<file path="config.mk">
export PLATFORM = sky130hd
export DESIGN_NAME = gmb_ram
export DESIGN_NICKNAME = d
export VERILOG_FILES = /design/src/sv/gmb_ram.sv
export SDC_FILE = /design/constraint.sdc
export NUM_CORES = 1
export LEC_CHECK = 0
export BUFFER_PORTS_ARGS = -buffer_cell sky130_fd_sc_hd__buf_2
export CAP_MARGIN = 15
export CORE_UTILIZATION = 45
export DETAILED_ROUTE_END_ITERATION = 10
export SLEW_MARGIN = 20
export SYNTH_ARGS = -nofsm -noshare
export SYNTH_HDL_FRONTEND = slang
export SYNTH_SLANG_ARGS = --single-unit
</file>
<file path="constraint.sdc">
create_clock -name clk -period 2.36 [get_ports clk]
set_clock_uncertainty 0.2 [all_clocks]
set_input_delay 0.236 -clock clk [delete_from_list [all_inputs] [get_ports clk]]
set_output_delay 0.236 -clock clk [all_outputs]
set_load 0.02 [all_outputs]
</file>
<file path="src/sv/gmb_ram.sv">
// generic single write port, single read port ram with registered read
module gmb_ram #(
    parameter int WIDTH = 8,
    parameter int DEPTH = 16,
    localparam int AW = (DEPTH > 1) ? $clog2(DEPTH) : 1
) (
    input  logic             clk,
    input  logic             we,
    input  logic [AW-1:0]    waddr,
    input  logic [WIDTH-1:0] wdata,
    input  logic             re,
    input  logic [AW-1:0]    raddr,
    output logic [WIDTH-1:0] rdata
);

    logic [WIDTH-1:0] mem [DEPTH];

    always_ff @(posedge clk)
    begin
        if (we)
        begin
            mem[waddr] <= wdata;
        end
        if (re)
        begin
            rdata <= mem[raddr];
        end
    end

endmodule

</file>
==> flow_metrics.py <==
metrics = {
    "run_status": {
        "status": "finished clean",
    },
    "logic_synthesis": {
        "synth.net_count": 248,
        "synthSimpleGateAreaFrac": 0.0314,
        "synthMuxAreaShare": 0.148,
        "avgSynthCellArea_sq_um": 22.8,
        "synth-xor-area-share": 0,
        "synth_compound_area_frac": 0.0230,
        "postSynthCellCount": 229,
        "ys_seq_area_frac": 0.781,
        "synthAdderAreaFrac": 0,
        "ys_seq_elements": 136,
        "yosys_warnings": 0,
        "synth_top_family_by_area": "multiplexers",
        "syn_area_sq_mm": 0.00523,
        "yosysUniqueCellTypes": 18,
    },
    "global_route": {
        "grt_usage": 0.185,
        "grt_start_max_net_pins": 23,
        "grt_pass1_vias": 2575,
        "grt_overflow": 0,
        "antenna_found_initial": 0,
        "grt_pass1_wl_um": 14900,
    },
    "clock_network": {
        "cts_tree": "done",
        "clockRootBuffer": "clkbuf_16",
        "insertion_delay_ns": 0.41,
        "cts_buffers": 17,
        "path_clk_slew_ns": 0.06,
        "cts-htree-levels": 4,
        "cts.path.max_buffers": 2,
        "cts_num_sinks": 136,
        "cts_resized": 0,
    },
    "worst_hold_path": {
        "hold_class": "in2reg",
    },
    "drt": {
        "avgRoutedWirePerCell_um": 22.2,
        "viasPerCell": 5.57,
        "drtIter0Drc": 134,
        "routed_wl_um": 9750,
        "via_count": 2445,
        "drtPass1Iterations": 4,
        "drcViolationCount": 0,
        "ant_nets": 0,
    },
    "finish": {
        "final.fill_count": 837,
        "final_cell_count_no_fill": 439,
        "syn_to_final_growth_pct": 18.7,
        "final_core_util": 0.560,
        "antennaDiodeCount": 0,
        "drive_gt1_frac": 0.304,
        "fin_area_sq_mm": 0.00620,
        "nets": 306,
    },
    "floorplanning": {
        "start_util": 0.472,
        "die_area_sq_mm": 0.0121,
        "io-pin-count": 27,
        "rows": 38,
        "coreArea_sq_mm": 0.0111,
        "dieWidth_um": 110,
        "die_y_um": 110,
    },
    "sta": {
        "worstMarginPinSlew_ns": 0.604,
        "finalWorstSetupSlack_ns": 0.624,
        "rsz0062_at_grt": "false",
        "relSlewSlack": 0.596,
        "slew_violations": 0,
        "period_minus_slack_ns": 1.74,
        "fin_crit_sh": 0.736,
        "report.final.setup_viol": 0,
        "hold_viol": 0,
        "fmax_mhz": 576,
        "fin_setup_tns_ns": 0,
    },
    "power_and_ir_drop": {
        "static-leakage-power_nw": 2.11,
        "ir_drop_mv": 0.788,
        "power_density_mw_per_mm2": 893,
    },
    "critical_path": {
        "required_ns": 2.31,
        "critical_path_class": "reg2reg",
        "cp.arrival_ns": 1.69,
        "endpoint_kind": "register",
        "critical_path.max_fanout": 1,
        "cp-start-kind": "register",
    },
    "placement": {
        "placed_area_sq_mm": 0.00562,
        "port_buffers": 26,
        "gp_congestion": 0.797,
        "placed_cells": 406,
        "dpl.hpwl_um": 6260,
        "pre_cts_ws_ns": 0.321,
    },
    "run": {
        "cap_violations": 0,
    },
}
==> logic make-up (layout without fill, tap and decap cells) <==
family | Yosys count | count (layout)
AO/OA/AOI/OAI | 16 | 16
buffers and inverters | 10 | 80
flip-flops | 136 | 136
multiplexers | 32 | 32
AND/OR/NAND/NOR | 35 | 35
==> critical path: stages (launching register included) <==
cell,delay [ns]
edfxtp_1,0.36
mux4_1,0.51
a22oi_1,0.32
nand2_1,0.09
==> area by class of cell <==
type	instances	area [sq um]	share of cell area
clock inverter	11	131	0.0212
multi-input combinational	83	1060	0.170
timing repair buffer	49	320	0.0516
sequential	136	4080	0.658
clock buffer	20	437	0.0704
tap	140	175	0.0282
==> final timing paths <==
path                                  from   endpoint  slack, ns  cells after the start
worst max-delay path             mem[1][2]   rdata[2]       0.62                      3
worst min register to register  mem[14][1]   rdata[1]       0.54                      3
worst min-delay path              wdata[0]  mem[2][0]       0.01                      1
worst max register to register   mem[1][2]   rdata[2]       0.62                      3
==> synth_stat cells (all sizes together) <==
master         number  share of area
a22oi              16          0.023
and2                1         0.0012
nor3                4         0.0038
buf                 7          0.011
and2b               1         0.0014
nor2b               1         0.0012
clkdlybuf4s25       3         0.0057
nand3b              2         0.0029
or3b                1         0.0017
edfxtp            136           0.78
nand2               9         0.0065
mux4               32           0.15
nand2b              2         0.0024
nand3               1        0.00096
nor2               13         0.0093
==> sequential cells by signal, indices dropped and copies added (netlist names) <==
signal and count:
mem 128, rdata 8
==> routing by layer <==
layer  track usage  wire length [um]  vias up
li1              -                 -     1094
met1         0.251              4530     1268
met2         0.287              4770       73
met3        0.0427               317       10
met4        0.0857               131        0
met5             0                 0        -
==> power breakdown <==
| group | switching, mW | internal, mW | total, mW | leakage, nW |
|---|---|---|---|---|
| registers | 0.0129 | 2.72 | 2.74 | 1.24 |
| clock network | 0.911 | 1.63 | 2.55 | 0.272 |
| logic | 0.153 | 0.108 | 0.262 | 0.597 |
==> through the flow <==
stage | power, mW | hold WS [ns]
4_1_cts | 5.59 | 0.00124
6_report | 5.54 | 0.0146
5_1_grt | 5.70 | 0.0160
3_5_place_dp | 3.05 | 0.433
2_1_floorplan | 2.93 | 0.135
3_3_place_gp | 3.04 | 0.423
==> placed cells by master, fill, tap and decap left out, drive strengths merged <==
cell type,Yosys,routed
a22oi,16,16
and2,1,1
and2b,1,1
buf,7,47
bufinv,0,3
clkbuf,0,20
clkinv,0,6
clkinvlp,0,2
dlygate4sd3,0,2
edfxtp,136,136
mux4,32,32
nand2,9,9
nand2b,2,2
nand3,1,1
nand3b,2,2
nor2,13,13
nor2b,1,1
nor3,4,4
or3b,1,1
==> timing repair <==
item / 4_1_cts / 5_1_grt
endpoints found under the hold margin: 29 / 0
setup buffers: 0 / 0
hold buffers: 2 / 0
Note: power is estimated with default switching activity, not from simulation.
